## src/sv/i2p_pkg.sv

```systemverilog
// Shared types, character constants and decode functions for the infix to postfix converter.
`default_nettype none

package i2p_pkg;

    localparam int STACK_DEPTH = 32;
    localparam int COUNT_W     = $clog2(STACK_DEPTH + 1);

    localparam logic [COUNT_W-1:0] COUNT_FULL = COUNT_W'(STACK_DEPTH);

    localparam logic [7:0] CH_OPEN  = 8'h28;
    localparam logic [7:0] CH_CLOSE = 8'h29;
    localparam logic [7:0] CH_PLUS  = 8'h2B;
    localparam logic [7:0] CH_MINUS = 8'h2D;
    localparam logic [7:0] CH_MUL   = 8'h2A;
    localparam logic [7:0] CH_DIV   = 8'h2F;
    localparam logic [7:0] CH_MOD   = 8'h25;
    localparam logic [7:0] CH_NONE  = 8'h00;

    typedef enum logic [2:0] {
        OP_OPEN  = 3'd0,
        OP_PLUS  = 3'd1,
        OP_MINUS = 3'd2,
        OP_MUL   = 3'd3,
        OP_DIV   = 3'd4,
        OP_MOD   = 3'd5
    } op_code_t;

    typedef enum logic [2:0] {
        ST_CHAR      = 3'd0,
        ST_END       = 3'd1,
        ST_INVALID   = 3'd2,
        ST_UNMATCHED = 3'd3,
        ST_OVERFLOW  = 3'd4
    } status_t;

    typedef struct packed {
        logic push;
        logic pop;
    } stack_cmd_t;

    function automatic logic is_alnum(input logic [7:0] c);
        return (c >= 8'h30 && c <= 8'h39) || (c >= 8'h41 && c <= 8'h5A) ||
               (c >= 8'h61 && c <= 8'h7A);
    endfunction

    function automatic logic is_op(input logic [7:0] c);
        return (c == CH_PLUS) || (c == CH_MINUS) || (c == CH_MUL) ||
               (c == CH_DIV) || (c == CH_MOD);
    endfunction

    function automatic op_code_t code_of(input logic [7:0] c);
        op_code_t r;
        unique case (c)
            CH_PLUS:  r = OP_PLUS;
            CH_MINUS: r = OP_MINUS;
            CH_MUL:   r = OP_MUL;
            CH_DIV:   r = OP_DIV;
            CH_MOD:   r = OP_MOD;
            default:  r = OP_OPEN;
        endcase
        return r;
    endfunction

    function automatic logic [7:0] char_of(input op_code_t c);
        logic [7:0] r;
        unique case (c)
            OP_OPEN:  r = CH_OPEN;
            OP_PLUS:  r = CH_PLUS;
            OP_MINUS: r = CH_MINUS;
            OP_MUL:   r = CH_MUL;
            OP_DIV:   r = CH_DIV;
            OP_MOD:   r = CH_MOD;
            default:  r = CH_NONE;
        endcase
        return r;
    endfunction

    // multiplicative operators bind tighter
    function automatic logic rank_of(input op_code_t c);
        return (c == OP_MUL) || (c == OP_DIV) || (c == OP_MOD);
    endfunction

endpackage

`default_nettype wire

```

## src/sv/i2p_cell.sv

```systemverilog
// One stack cell: holds an operator code, shifts down on push and up on pop.
`default_nettype none

module i2p_cell (
    input  wire                 clk,
    input  i2p_pkg::stack_cmd_t cmd,
    input  i2p_pkg::op_code_t   from_up,
    input  i2p_pkg::op_code_t   from_down,
    output i2p_pkg::op_code_t   code
);

    i2p_pkg::op_code_t code_reg;
    i2p_pkg::op_code_t code_next;

    always_comb
    begin
        code_next = code_reg;
        if (cmd.push)
        begin
            code_next = from_up;
        end
        else if (cmd.pop)
        begin
            code_next = from_down;
        end
    end

    always_ff @(posedge clk)
    begin
        code_reg <= code_next;
    end

    assign code = code_reg;

endmodule

`default_nettype wire

```

## src/sv/i2p_stack.sv

```systemverilog
// Operator stack built as a row of shifting cells; cell 0 is the top.
`default_nettype none

module i2p_stack (
    input  wire                 clk,
    input  i2p_pkg::stack_cmd_t cmd,
    input  i2p_pkg::op_code_t   push_code,
    output i2p_pkg::op_code_t   top_code,
    output i2p_pkg::op_code_t   second_code
);

    i2p_pkg::op_code_t codes [i2p_pkg::STACK_DEPTH];

    genvar i;
    generate
        for (i = 0; i < i2p_pkg::STACK_DEPTH; i++)
        begin : g_cell
            i2p_pkg::op_code_t up_code;
            i2p_pkg::op_code_t down_code;

            if (i == 0)
            begin : g_head
                assign up_code = push_code;
            end
            else
            begin : g_body
                assign up_code = codes[i-1];
            end

            if (i == i2p_pkg::STACK_DEPTH - 1)
            begin : g_tail
                assign down_code = i2p_pkg::OP_OPEN;
            end
            else
            begin : g_link
                assign down_code = codes[i+1];
            end

            i2p_cell u_cell (
                .clk       (clk),
                .cmd       (cmd),
                .from_up   (up_code),
                .from_down (down_code),
                .code      (codes[i])
            );
        end
    endgenerate

    assign top_code    = codes[0];
    assign second_code = codes[1];

endmodule

`default_nettype wire

```

## src/sv/infix_to_postfix_converter.sv

```systemverilog
// Top level: shunting-yard sequencer driving a shift-cell operator stack.
//
//   channel | signals                         | direction
//   --------+---------------------------------+----------
//   input   | in_valid in_stall kind symbol   | in
//   output  | out_valid out_stall out_char    | out
//           | status last                     |
//
// A transfer is taken in S_IDLE; S_RUN then works through results and stack pops
// while the output slot is free, then returns to S_IDLE.
// End pops every stacked entry, then reports unmatched if an open paren was left.
// Reset clears the sequencer, stack count and output register.
// A stalled pending output freezes the sequencer; input is stalled while an item is in work.
`default_nettype none

module infix_to_postfix_converter (
    input  wire        clk,
    input  wire        rst_n,
    input  wire        in_valid,
    output logic       in_stall,
    input  wire        kind,
    input  wire  [7:0] symbol,
    output logic       out_valid,
    input  wire        out_stall,
    output logic [7:0] out_char,
    output logic [2:0] status,
    output logic       last
);

    typedef enum logic {
        S_IDLE,
        S_RUN
    } state_t;

    state_t                        state_reg, state_next;
    logic                          kind_reg, kind_next;
    logic [7:0]                    sym_reg, sym_next;
    logic                          open_left_reg, open_left_next;
    logic [i2p_pkg::COUNT_W-1:0]   count_reg, count_next;
    logic                          out_valid_reg, out_valid_next;
    logic [7:0]                    out_char_reg, out_char_next;
    i2p_pkg::status_t              status_reg, status_next;
    logic                          last_reg, last_next;

    i2p_pkg::stack_cmd_t           cmd;
    i2p_pkg::op_code_t             push_code;
    i2p_pkg::op_code_t             top_code;
    i2p_pkg::op_code_t             second_code;
    i2p_pkg::op_code_t             in_code;

    logic                          slot_free;
    logic                          not_empty;
    logic                          full;
    logic                          emit;
    logic [7:0]                    emit_char;
    i2p_pkg::status_t              emit_status;
    logic                          emit_last;

    i2p_stack u_stack (
        .clk         (clk),
        .cmd         (cmd),
        .push_code   (push_code),
        .top_code    (top_code),
        .second_code (second_code)
    );

    assign slot_free = !out_valid_reg || !out_stall;
    assign not_empty = count_reg != '0;
    assign full      = count_reg == i2p_pkg::COUNT_FULL;
    assign in_code   = i2p_pkg::code_of(sym_reg);

    always_comb
    begin
        state_next     = state_reg;
        kind_next      = kind_reg;
        sym_next       = sym_reg;
        open_left_next = open_left_reg;
        count_next     = count_reg;
        cmd            = '0;
        push_code      = i2p_pkg::OP_OPEN;
        emit           = 1'b0;
        emit_char      = i2p_pkg::CH_NONE;
        emit_status    = i2p_pkg::ST_CHAR;
        emit_last      = 1'b0;

        unique case (state_reg)
            S_IDLE:
            begin
                if (in_valid)
                begin
                    kind_next      = kind;
                    sym_next       = symbol;
                    open_left_next = 1'b0;
                    state_next     = S_RUN;
                end
            end
            S_RUN:
            begin
                if (slot_free)
                begin
                    if (kind_reg)
                    begin
                        if (not_empty)
                        begin
                            cmd.pop    = 1'b1;
                            count_next = count_reg - i2p_pkg::COUNT_W'(1);
                            if (top_code == i2p_pkg::OP_OPEN)
                            begin
                                open_left_next = 1'b1;
                            end
                            else
                            begin
                                emit      = 1'b1;
                                emit_char = i2p_pkg::char_of(top_code);
                            end
                        end
                        else if (open_left_reg)
                        begin
                            open_left_next = 1'b0;
                            emit           = 1'b1;
                            emit_status    = i2p_pkg::ST_UNMATCHED;
                        end
                        else
                        begin
                            emit        = 1'b1;
                            emit_status = i2p_pkg::ST_END;
                            emit_last   = 1'b1;
                            state_next  = S_IDLE;
                        end
                    end
                    else if (i2p_pkg::is_alnum(sym_reg))
                    begin
                        emit       = 1'b1;
                        emit_char  = sym_reg;
                        emit_last  = 1'b1;
                        state_next = S_IDLE;
                    end
                    else if (sym_reg == i2p_pkg::CH_OPEN)
                    begin
                        state_next = S_IDLE;
                        if (full)
                        begin
                            emit        = 1'b1;
                            emit_status = i2p_pkg::ST_OVERFLOW;
                            emit_last   = 1'b1;
                        end
                        else
                        begin
                            cmd.push   = 1'b1;
                            push_code  = i2p_pkg::OP_OPEN;
                            count_next = count_reg + i2p_pkg::COUNT_W'(1);
                        end
                    end
                    else if (sym_reg == i2p_pkg::CH_CLOSE)
                    begin
                        if (not_empty)
                        begin
                            cmd.pop    = 1'b1;
                            count_next = count_reg - i2p_pkg::COUNT_W'(1);
                            if (top_code == i2p_pkg::OP_OPEN)
                            begin
                                state_next = S_IDLE;
                            end
                            else
                            begin
                                emit      = 1'b1;
                                emit_char = i2p_pkg::char_of(top_code);
                                emit_last = (count_reg != i2p_pkg::COUNT_W'(1)) &&
                                            (second_code == i2p_pkg::OP_OPEN);
                            end
                        end
                        else
                        begin
                            emit        = 1'b1;
                            emit_status = i2p_pkg::ST_UNMATCHED;
                            emit_last   = 1'b1;
                            state_next  = S_IDLE;
                        end
                    end
                    else if (i2p_pkg::is_op(sym_reg))
                    begin
                        if (not_empty && (top_code != i2p_pkg::OP_OPEN) &&
                            (i2p_pkg::rank_of(top_code) >= i2p_pkg::rank_of(in_code)))
                        begin
                            cmd.pop    = 1'b1;
                            count_next = count_reg - i2p_pkg::COUNT_W'(1);
                            emit       = 1'b1;
                            emit_char  = i2p_pkg::char_of(top_code);
                            // last pop when the next entry stops the scan; push follows silently
                            emit_last  = (count_reg == i2p_pkg::COUNT_W'(1)) ||
                                         (second_code == i2p_pkg::OP_OPEN) ||
                                         (i2p_pkg::rank_of(second_code) <
                                          i2p_pkg::rank_of(in_code));
                        end
                        else
                        begin
                            state_next = S_IDLE;
                            if (full)
                            begin
                                emit        = 1'b1;
                                emit_status = i2p_pkg::ST_OVERFLOW;
                                emit_last   = 1'b1;
                            end
                            else
                            begin
                                cmd.push   = 1'b1;
                                push_code  = in_code;
                                count_next = count_reg + i2p_pkg::COUNT_W'(1);
                            end
                        end
                    end
                    else
                    begin
                        emit        = 1'b1;
                        emit_status = i2p_pkg::ST_INVALID;
                        emit_last   = 1'b1;
                        state_next  = S_IDLE;
                    end
                end
            end
            default:
            begin
                state_next = S_IDLE;
            end
        endcase

        if (emit)
        begin
            out_valid_next = 1'b1;
            out_char_next  = emit_char;
            status_next    = emit_status;
            last_next      = emit_last;
        end
        else
        begin
            out_valid_next = out_valid_reg && out_stall;
            out_char_next  = out_char_reg;
            status_next    = status_reg;
            last_next      = last_reg;
        end
    end

    always_ff @(posedge clk or negedge rst_n)
    begin
        if (!rst_n)
        begin
            state_reg     <= S_IDLE;
            kind_reg      <= 1'b0;
            sym_reg       <= 8'h00;
            open_left_reg <= 1'b0;
            count_reg     <= '0;
            out_valid_reg <= 1'b0;
            out_char_reg  <= 8'h00;
            status_reg    <= i2p_pkg::ST_CHAR;
            last_reg      <= 1'b0;
        end
        else
        begin
            state_reg     <= state_next;
            kind_reg      <= kind_next;
            sym_reg       <= sym_next;
            open_left_reg <= open_left_next;
            count_reg     <= count_next;
            out_valid_reg <= out_valid_next;
            out_char_reg  <= out_char_next;
            status_reg    <= status_next;
            last_reg      <= last_next;
        end
    end

    assign in_stall  = state_reg != S_IDLE;
    assign out_valid = out_valid_reg;
    assign out_char  = out_char_reg;
    assign status    = status_reg;
    assign last      = last_reg;

endmodule

`default_nettype wire

```

## config.mk

```make
export PLATFORM = sky130hd
export DESIGN_NAME = infix_to_postfix_converter
export DESIGN_NICKNAME = d
export VERILOG_FILES = /design/src/sv/i2p_pkg.sv /design/src/sv/i2p_cell.sv /design/src/sv/i2p_stack.sv /design/src/sv/infix_to_postfix_converter.sv
export SDC_FILE = /design/constraint.sdc
export NUM_CORES = 1
export LEC_CHECK = 0
export BUFFER_PORTS_ARGS = -buffer_cell sky130_fd_sc_hd__clkbuf_2
export CELL_PAD_IN_SITES_DETAIL_PLACEMENT = 1
export CELL_PAD_IN_SITES_GLOBAL_PLACEMENT = 1
export CORE_MARGIN = 8
export CORE_UTILIZATION = 52
export DETAILED_ROUTE_END_ITERATION = 10
export PLACE_DENSITY = 0.86
export SLEW_MARGIN = 5
export SYNTH_ARGS = -nofsm -noshare
export SYNTH_HDL_FRONTEND = slang
export SYNTH_SLANG_ARGS = --single-unit
```

## constraint.sdc

```tcl
create_clock -name clk -period 13.2 [get_ports clk]
set_clock_uncertainty 0.1 [all_clocks]
set_input_delay 2.64 -clock clk [delete_from_list [all_inputs] [get_ports clk]]
set_output_delay 2.64 -clock clk [all_outputs]
set_load 0.03 [all_outputs]
```

==> out/qor.yml, run 1 <==
status: "finished clean"
drt_iter0_markers: 457
cpMostUsedCell: "nand2_1"
track_usage: 0.205
setup_viol: 0
p_sw_frac: 0.367
ys_seq_area_frac: 0.536
avgSynthCellArea_um2: 13.2
cts_resized: 0
syn_to_final_growth_pct: 11.4
fin_crit_ns: 5.39
largest_register_ffs: 96
yosys_warnings: 0
cts_buffers: 17
cts_tree: "built"
routabilityCongestion: 0.888
cts_buffer_depth: 2
fmaxAchievable_mhz: 185
synthCells: 515
final_nets: 550
grt_pass1_wl_um: 26500
crit_start: "out_stall"
hold_class: "register to register"
cp.depth: 7
irDropWorstVdd_v: 0.000128
synthTopCellsByCount: "edfxtp_1, mux2_4, mux2_2, dfrtp_1, nand2_1"
drv_cap: 0
p_comb_frac: 0.324
p_leak_nw: 2.94
antenna_found_initial: 0
row_count: 41
regToRegSetupSlack_ns: 8.01
hold_viol: 0
hpwl_um: 10900
hold_buffers: 0
dieWidth_um: 130
start_kind: "input port"
crit_arrival_ns: 5.32
critPathMaxFanout: 96
worst_slew_pin_slew_ns: 1.21
crit_type: "input port to register"
yosys-top-cells-area: "edfxtp_1, mux2_4, dfrtp_1"
layout-drive-gt1-share: 0.308
routed_via_density: 6.38
whs_ns: 0.380
ys_ff_latch: 126
slowest_delay_ns: 0.92
cts-root-buf: "clkbuf_16"
dpl_cell_area_um2: 6990
n_antenna_cell: 0
clock_latency_ns: 0.42
finalSetupTns_ns: 0
syn_nets: 535
crit_family: "buffers and inverters"
path_buf_inv: 2
yosys.area.top_type: "edfxtp_1"
cp_slowest_cell: "buf_4"
regToRegStartpoint: "count_reg[0]"
post_cts_buffers: 0
worstSetupEndpoint: "u_stack.g_cell[5].u_cell.code[0]"
synth_area_um2: 6780
rsz0062_at_grt: "no"
die-area_um2: 17000
htreeDepth: 4
final_max_slew_viol_count: 0
vias: 4560
grt_max_degree: 97
yosysMostFrequentCell: "edfxtp_1"
design_area_um2: 7560
async_flop_share: 0.238
fill_cells: 1236
clk_pin_slew_ns: 0.05
powerDensity_nw_per_um2: 233
start_util: 0.535
pin_count: 27
drc_errors: 0
clkPwrFrac: 0.260
port_buffers: 26
slew-limit-headroom: 0.194
finalCritPeriodShare: 0.408
clock-sinks: 126
r2r_end: "u_stack.g_cell[5].u_cell.code[0]"
internal-power_w: 0.00112
yosysUniqueCellTypes: 69
wire_per_inst_um: 23.3
drt-pass1-iter-count: 5
synthFlopType: "edfxtp_1"
yosysTopAreaCellShare: 0.425
grt_overflow: 0
grt_pass1_vias: 4722
p_total_w: 0.00176
postRouteAntennaNets: 0
r2r_cells: 8
p_switching_w: 0.000646
routed_wl_um: 16700
critical_path_required_ns: 13.13
p_seq_frac: 0.416
core-area_um2: 12700
die_y_um: 130
crit_path_end_kind: "register"
synth_edf_count: 96
path_cells: "clkbuf_2, nand2_1, nand2_1, or4_4, a21o_4, o21ai_4, buf_4"
utilization: 0.596
cells in the final DEF (no fill, tap or decap), types with 17 or more instances in the layout:
cell | synthesis | final
edfxtp_1 | 96 | 96
mux2_4 | 57 | 57
mux2_2 | 40 | 40
dfrtp_1 | 30 | 30
clkbuf_2 | 0 | 26
nand2_1 | 25 | 25
nor2_1 | 21 | 21
o21ai_0 | 22 | 21
a21oi_1 | 17 | 17
clkbuf_16 | 0 | 17
worst register-to-register path, delay by kind of cell (launching register included):
family / cells / cell delay, ns
and+or+nand+nor: 2 / 1.36
AOI/OAI and AO/OA: 3 / 1.24
buffers and inverters: 2 / 1.15
DFF: 1 / 0.51
adders and majority gates: 1 / 0.37
cells by family (layout without fill, tap and decap cells):
kind of cell             after synthesis  in the layout  share of synthesized area
AO/OA/AOI/OAI                        113            113                      0.120
adder cells (fa/ha/maj)                7              7                     0.0129
multiplexers                         101            101                      0.198
XOR/XNOR                               5              5                    0.00645
buffers and inverters                 46             74                     0.0349
AND/OR/NAND/NOR                      117            117                     0.0913
flip-flops                           126            126                      0.536
final cells by class:
cell class                 count  area [um2]  area share
clock buffer                  17         425      0.0563
inverter                      12        45.0     0.00596
sequential                   126        3630       0.481
clock inverter                15         145      0.0192
timing repair buffer          30         160      0.0212
tap                          172         215      0.0285
multi-input combinational    343        2930       0.388
stage by stage:
step | setup slack, ns | cells
4_1_cts | 7.88 | 715
3_3_place_gp | 7.59 | 683
3_5_place_dp | 7.45 | 683
5_1_grt | 7.71 | 715
2_1_floorplan | 2.51 | 515
6_report | 7.81 | 715
worst min-delay path by stage:
stage / start / to / slack (ns) / cells after the start
3_5_place_dp: out_char[7] / out_char[7] / 0.37 / 1
5_1_grt: out_char[3] / out_char[3] / 0.42 / 1
6_report: out_char[7] / out_char[7] / 0.38 / 1
2_1_floorplan: count_reg[5] / count_reg[5] / 0.42 / 1
3_3_place_gp: out_char[7] / out_char[7] / 0.37 / 1
4_1_cts: out_char[7] / out_char[7] / 0.39 / 1
layer usage:
| layer | wire length, um | vias up | part of all wire | GRT usage |
|---|---|---|---|---|
| met4 | 287 | 0 | 0.017 | 0.0642 |
| met2 | 8410 | 144 | 0.50 | 0.334 |
| met5 | 0 | - | 0 | 0 |
| met3 | 771 | 26 | 0.046 | 0.0522 |
| met1 | 7220 | 2365 | 0.43 | 0.262 |
| li1 | - | 2025 | - | - |
power by group through the flow:
stage          Combinational, W  Clock, W  Sequential, W
2_1_floorplan          0.000422         0       0.000723
6_report               0.000571  0.000457       0.000732
5_1_grt                0.000616  0.000477       0.000748
3_5_place_dp           0.000559         0       0.000734
4_1_cts                0.000566  0.000460       0.000730
3_3_place_gp           0.000523         0       0.000718
(Power assumes the default switching activity.)
==> inputs of run 2 (changes only) <==
- ABC_AREA: not set -> 1
- CORE_UTILIZATION: 52 -> 43
- PLACE_DENSITY: 0.86 -> 0.82
- clock period: 13.2 -> 4.5 ns (I/O delays scaled with it)
==> run 2 against run 1 <==
Against the previous run:
- die area grew 16%
- first-iteration DRC count decreased by 15%
- hold slack improved by 0.0042 ns
- synthesized cell count up 51%
- final area fell by 1.8%
- sequential cell count did not move
- combinational power rose to 3.3 times the previous value
- sequential share of layout area rose by 0.88 points
- largest cell class unchanged
==> out/qor.yml, run 2 <==
final_nets: 812  # +48%
hold_class: "register to register"
finalCritPeriodShare: 0.789
met3_length_um: 406  # -47%
hold_buffers: 0  # unchanged
irDropWorstVdd_v: 0.000352  # +170%
worst_slew_pin_slew_ns: 1.00  # -0.206 ns
grt_overflow: 0  # unchanged
drc_errors: 0  # unchanged
dieWidth_um: 140  # +7.8%
clk_pin_slew_ns: 0.06  # about the same
fin_crit_ns: 3.55
slowest_delay_ns: 0.53  # -0.39 ns
track_usage: 0.177  # -0.0280
dpl_cell_area_um2: 6840  # -2.1%
cts_buffer_depth: 2  # unchanged
slew-limit-headroom: 0.329  # +0.135
port_buffers: 26  # unchanged
yosys_warnings: 0  # unchanged
row_count: 45  # +9.8%
grt_pass1_wl_um: 28300  # +6.8%
crit_path_end_kind: "register"
design_area_um2: 7420  # -1.8%
critPathMaxFanout: 60  # -38%
powerDensity_nw_per_um2: 718  # +210%
ys_ff_latch: 126  # unchanged
cts_resized: 0  # unchanged
synthFlopType: "edfxtp_1"
cts_tree: "built"
final_common_cell: "nand2_1"
yosys.area.top_type: "edfxtp_1"
dr_wl_met2_um: 8310  # -1.2%
yosysMostFrequentCell: "nand2_1"
critical_path_required_ns: 4.50  # -8.63 ns
fmaxAchievable_mhz: 282
syn_nets: 798  # +49%
crit_type: "register to register"
postRouteAntennaNets: 0  # unchanged
synthTopCellsByCount: "nand2_1, nand3_1, edfxtp_1, inv_1, nor2_1"
grt_pass1_vias: 5703  # +21%
htreeDepth: 4  # unchanged
layout.cells.most_common_list: "nand2_1, nand3_1, edfxtp_1"
ys_seq_area_frac: 0.547  # +0.0111
cts_buffers: 17  # unchanged
drt-pass1-iter-count: 5  # unchanged
largest_register_ffs: 96  # unchanged
yosys-top-cells-area: "edfxtp_1, nand2_1, dfrtp_1"
clock-sinks: 126  # unchanged
hold_path_depth: 2  # +1
routed.top_layer: "met4"
core-area_um2: 15100  # +20%
cpMostUsedCell: "nand2_4"
routabilityCongestion: 0.957  # +7.7%
post_cts_buffers: 0  # unchanged
hold_viol: 0  # unchanged
die_y_um: 140  # +7.8%
avgSynthCellArea_um2: 8.54  # -35%
drt_iter0_markers: 387  # -15%
syn_to_final_growth_pct: 11.7
grt_max_degree: 85  # -12%
p_leak_nw: 3.37  # +14%
hpwl_um: 11100  # +1.8%
drv_cap: 0  # unchanged
clock_latency_ns: 0.43  # about the same
synth_area_um2: 6650  # -2.0%
status: "finished clean"
crit_arrival_ns: 3.55  # -1.77 ns
start_util: 0.439  # -0.0966
path_cells: "inv_2, nand2_1, nor2_1, nand3_1, nand2_2, nand2_1, nand2_4, nand3_2, nand2_2, nand2_4, nand2_4, buf_12"
yosysTopAreaCellShare: 0.434  # +0.00880
antenna_found_initial: 0  # unchanged
wirelength_met1_um: 7610  # +5.4%
setup_viol: 0  # unchanged
die-area_um2: 19700  # +16%
yosysUniqueCellTypes: 34  # -51%
rsz0062_at_grt: "no"
wire_per_inst_um: 16.8  # -28%
vias: 5361  # +18%
layout-drive-gt1-share: 0.113  # -0.195
n_antenna_cell: 0  # unchanged
synthCells: 778  # +51%
final_max_slew_viol_count: 0  # unchanged
start_kind: "register"
synth_edf_count: 96  # unchanged
pin_count: 27  # unchanged
finalSetupTns_ns: 0  # unchanged
cts-root-buf: "clkbuf_16"
async_flop_share: 0.238  # unchanged
r2r_cells: 12  # +4
routed_via_density: 5.40  # -15%
routed_wl_um: 16700  # -0.25%
cp_slowest_cell: "nor2_1"
## run 2: changes by cell type after synthesis, sizes merged, moves of 14 or more
cell	delta
nor2	+23
mux2	-97
clkbuf	-14
buf	+15
o21ai	+14
nand3	+102
nand2	+284
inv	+42
## run 2: worst paths after layout
kind | from | end | slack (ns)
max in group asynchronous | rst_n | count_reg[5] | 3.33
min in group asynchronous | rst_n | out_char[4] | 0.46
worst max-delay path | sym_reg[4] | u_stack.g_cell[22].u_cell.code[0] | 0.95
worst max register to register | sym_reg[4] | u_stack.g_cell[22].u_cell.code[0] | 0.95
worst min-delay path | out_char[1] | out_char[1] | 0.38
worst min register to register | out_char[1] | out_char[1] | 0.38
## run 2: kinds of logic (layout without fill, tap and decap cells)
kind of cell             after synthesis  count (layout)  share of synthesized area
AO/OA/AOI/OAI                         68              68                     0.0580
XOR/XNOR                               9               9                     0.0119
adder cells (fa/ha/maj)                7               7                     0.0132
buffers and inverters                 89             116                     0.0655
flip-flops                           126             126                      0.547
AND/OR/NAND/NOR                      479             479                      0.305
## run 2: layer usage
layer / track usage / vias to the layer above
met5: 0 / -
met4: 0.0703 / 0
met3: 0.0394 / 29
met2: 0.296 / 71
met1: 0.217 / 2657
li1: - / 2604
## run 2: area by class of cell
type,count,area (um2)
tap,188,235
inverter,54,203
clock inverter,14,154
clock buffer,18,429
multi-input combinational,563,2590
fill,1788,7720
sequential,126,3630
timing repair buffer,30,173
## run 2: critical path, delay by kind of cell (launching register included)
family                 cells  cell delay [ns]
DFF                        1             0.39
and+or+nand+nor           10             2.23
buffers and inverters      2             0.44
## run 2: per-stage QoR
step	total power (W)	hold slack, ns	utilization	setup WS (ns)	instances
after floorplan	0.00344	0.386	-	0.154	778
after global placement	0.00383	0.363	0.452	1.06	961
after detailed placement	0.00395	0.374	0.452	0.924	961
after CTS	0.00536	0.390	0.490	0.902	993
after global routing	0.00568	0.416	0.490	0.590	993
final	0.00533	0.384	0.490	0.949	993
## run 2: report_power, final
part | total [W] | internal, W | switching (W)
Sequential | 0.00209 | 0.00181 | 0.000284
Clock | 0.00138 | 0.000824 | 0.000554
Combinational | 0.00186 | 0.000502 | 0.00136
==> inputs of run 3 (changes only) <==
- CORE_UTILIZATION: 43 -> 47
- PLACE_DENSITY: 0.82 -> 0.85
- clock period: 4.5 -> 3.38 ns (I/O delays scaled with it)
==> run 3 against run 2 <==
Against the previous run:
- die area is 7.6% lower
- critical path depth is 2 higher
- clock power is 40% higher
- count of clock-buffer cells in the layout decreased by 1
- first-iteration DRC count is 43% higher
- hold slack worse by 0.15 ns
- via count increased by 1.2%
==> out/qor.yml, run 3 (synthesized netlist as in run 2, its figures left out) <==
cp_slowest_cell: "dfrtp_1"
routed_via_density: 5.47  # +1.4%
pin_count: 27  # unchanged
crit_arrival_ns: 3.11  # -0.44 ns
setup_viol: 0  # unchanged
postRouteAntennaNets: 0  # unchanged
clock_latency_ns: 0.43  # about the same
routed_wl_um: 17100  # +2.5%
slowest_delay_ns: 0.46  # -0.07 ns
dieWidth_um: 135  # -3.9%
irDropWorstVdd_v: 0.000488  # +39%
drv_cap: 0  # unchanged
grt_max_degree: 85  # unchanged
clk_pin_slew_ns: 0.06  # about the same
cpMostUsedCell: "nand2_1"
core-area_um2: 13800  # -8.7%
regToRegSetupSlack_ns: 0.30  # -0.65 ns
routabilityCongestion: 0.879  # -8.1%
final_common_cell: "nand2_1"
antenna_found_initial: 0  # unchanged
layout-drive-gt1-share: 0.117  # +0.00410
cts_resized: 0  # unchanged
powerDensity_nw_per_um2: 966  # +35%
port_buffers: 26  # unchanged
grt_pass1_vias: 5734  # +0.54%
rsz0062_at_grt: "no"
crit_type: "register to register"
final_max_slew_viol_count: 0  # unchanged
track_usage: 0.199  # +0.0219
critPathMaxFanout: 29  # -52%
worst_slew_pin_slew_ns: 0.859  # -0.143 ns
layout.cells.most_common_list: "nand2_1, nand3_1, edfxtp_1"
status: "finished clean"
cts_buffers: 17  # unchanged
hold_class: "input port to async pin"
cts_tree: "built"
critical_path_required_ns: 3.41  # -1.09 ns
utilization: 0.544  # +0.0543
drc_errors: 0  # unchanged
hold_viol: 0  # unchanged
n_antenna_cell: 0  # unchanged
start_util: 0.481  # +0.0419
finalCritPeriodShare: 0.911  # +0.122
path_cells: "inv_1, ha_1, nand2_2, nor2_4, nand2_4, nand2_1, a21oi_2, nand2_1, nand2_1, o21ai_0, nand2_1, nand3_1, nand2_4, buf_12"
row_count: 43  # -4.4%
drt-pass1-iter-count: 5  # unchanged
final_nets: 818  # +0.74%
crit_family: "simple AND/OR/NAND/NOR gates"
slew-limit-headroom: 0.427  # +0.0980
die-area_um2: 18200  # -7.6%
die_y_um: 135  # -3.9%
p_leak_nw: 3.42  # +1.7%
grt_overflow: 0  # unchanged
fmaxAchievable_mhz: 325  # +15%
fill_cells: 1649  # -7.8%
vias: 5424  # +1.2%
syn_to_final_growth_pct: 13.3
drt_iter0_markers: 554  # +43%
hpwl_um: 11200  # +0.58%
hold_buffers: 0  # unchanged
grt_pass1_wl_um: 28700  # +1.6%
path_buf_inv: 2  # unchanged
wire_per_inst_um: 17.2  # +2.7%
htreeDepth: 4  # unchanged
finalSetupTns_ns: 0  # unchanged
fin_crit_ns: 3.08  # -0.471 ns
post_cts_buffers: 0  # unchanged
start_kind: "register"
cts-root-buf: "clkbuf_16"
largest_register_ffs: 96  # unchanged
clock-sinks: 126  # unchanged
crit_path_end_kind: "register"
cts_buffer_depth: 2  # unchanged
[run 3: worst register-to-register path: stages, from the launching register on]
cell and delay, ns:
dfrtp_1 0.46, inv_1 0.15, ha_1 0.26, nand2_2 0.11, nor2_4 0.05, nand2_4 0.13, nand2_1 0.14, a21oi_2 0.27
nand2_1 0.15, nand2_1 0.11, o21ai_0 0.08, nand2_1 0.06, nand3_1 0.12, nand2_4 0.31, buf_12 0.26
[run 3: layer usage]
layer / share of wire / GRT usage / vias to the layer above
li1: - / - / 2624
met3: 0.027 / 0.0490 / 28
met2: 0.52 / 0.345 / 71
met5: 0 / 0 / -
met1: 0.43 / 0.231 / 2701
met4: 0.020 / 0.0736 / 0
[run 3: through the flow]
| stage | setup WS [ns] | total power (W) | hold slack, ns | instance area, um2 | std cells |
|---|---|---|---|---|---|
| after global placement | 0.593 | 0.00515 | 0.363 | 6910 | 959 |
| after CTS | 0.315 | 0.00732 | 0.241 | 7530 | 991 |
| final | 0.300 | 0.00727 | 0.232 | 7530 | 991 |
| after floorplan | 0.484 | 0.00454 | 0.280 | 6650 | 778 |
| after detailed placement | 0.339 | 0.00534 | 0.365 | 6910 | 959 |
| after global routing | 0.101 | 0.00775 | 0.284 | 7530 | 991 |
[run 3: final cells by class]
| class | count | area, um2 | share of cell area |
|---|---|---|---|
| clock inverters | 15 | 190 | 0.0253 |
| flip-flops and latches | 126 | 3630 | 0.483 |
| multi-input cells | 563 | 2590 | 0.345 |
| clock buffers | 17 | 425 | 0.0565 |
| repair buffers | 36 | 255 | 0.0339 |
| well taps | 180 | 225 | 0.0299 |
| inverters | 54 | 203 | 0.0269 |
[run 3: power breakdown]
group	switching [W]	total (W)	internal (W)
combinational	0.00181	0.00254	0.000733
clock	0.000699	0.00193	0.00123
sequential	0.000401	0.00280	0.00240
[run 3: worst paths after layout]
check / start / endpoint / depth (start not counted)
max in group asynchronous: rst_n / out_char[3] / 1
worst max register to register: count_reg[0] / u_stack.g_cell[12].u_cell.code[0] / 14
worst min-delay path: rst_n / status[0] / 1
worst max-delay path: count_reg[0] / u_stack.g_cell[12].u_cell.code[0] / 14
worst min register to register: out_char[1] / out_char[1] / 2
min in group clk: symbol[2] / sym_reg[2] / 3
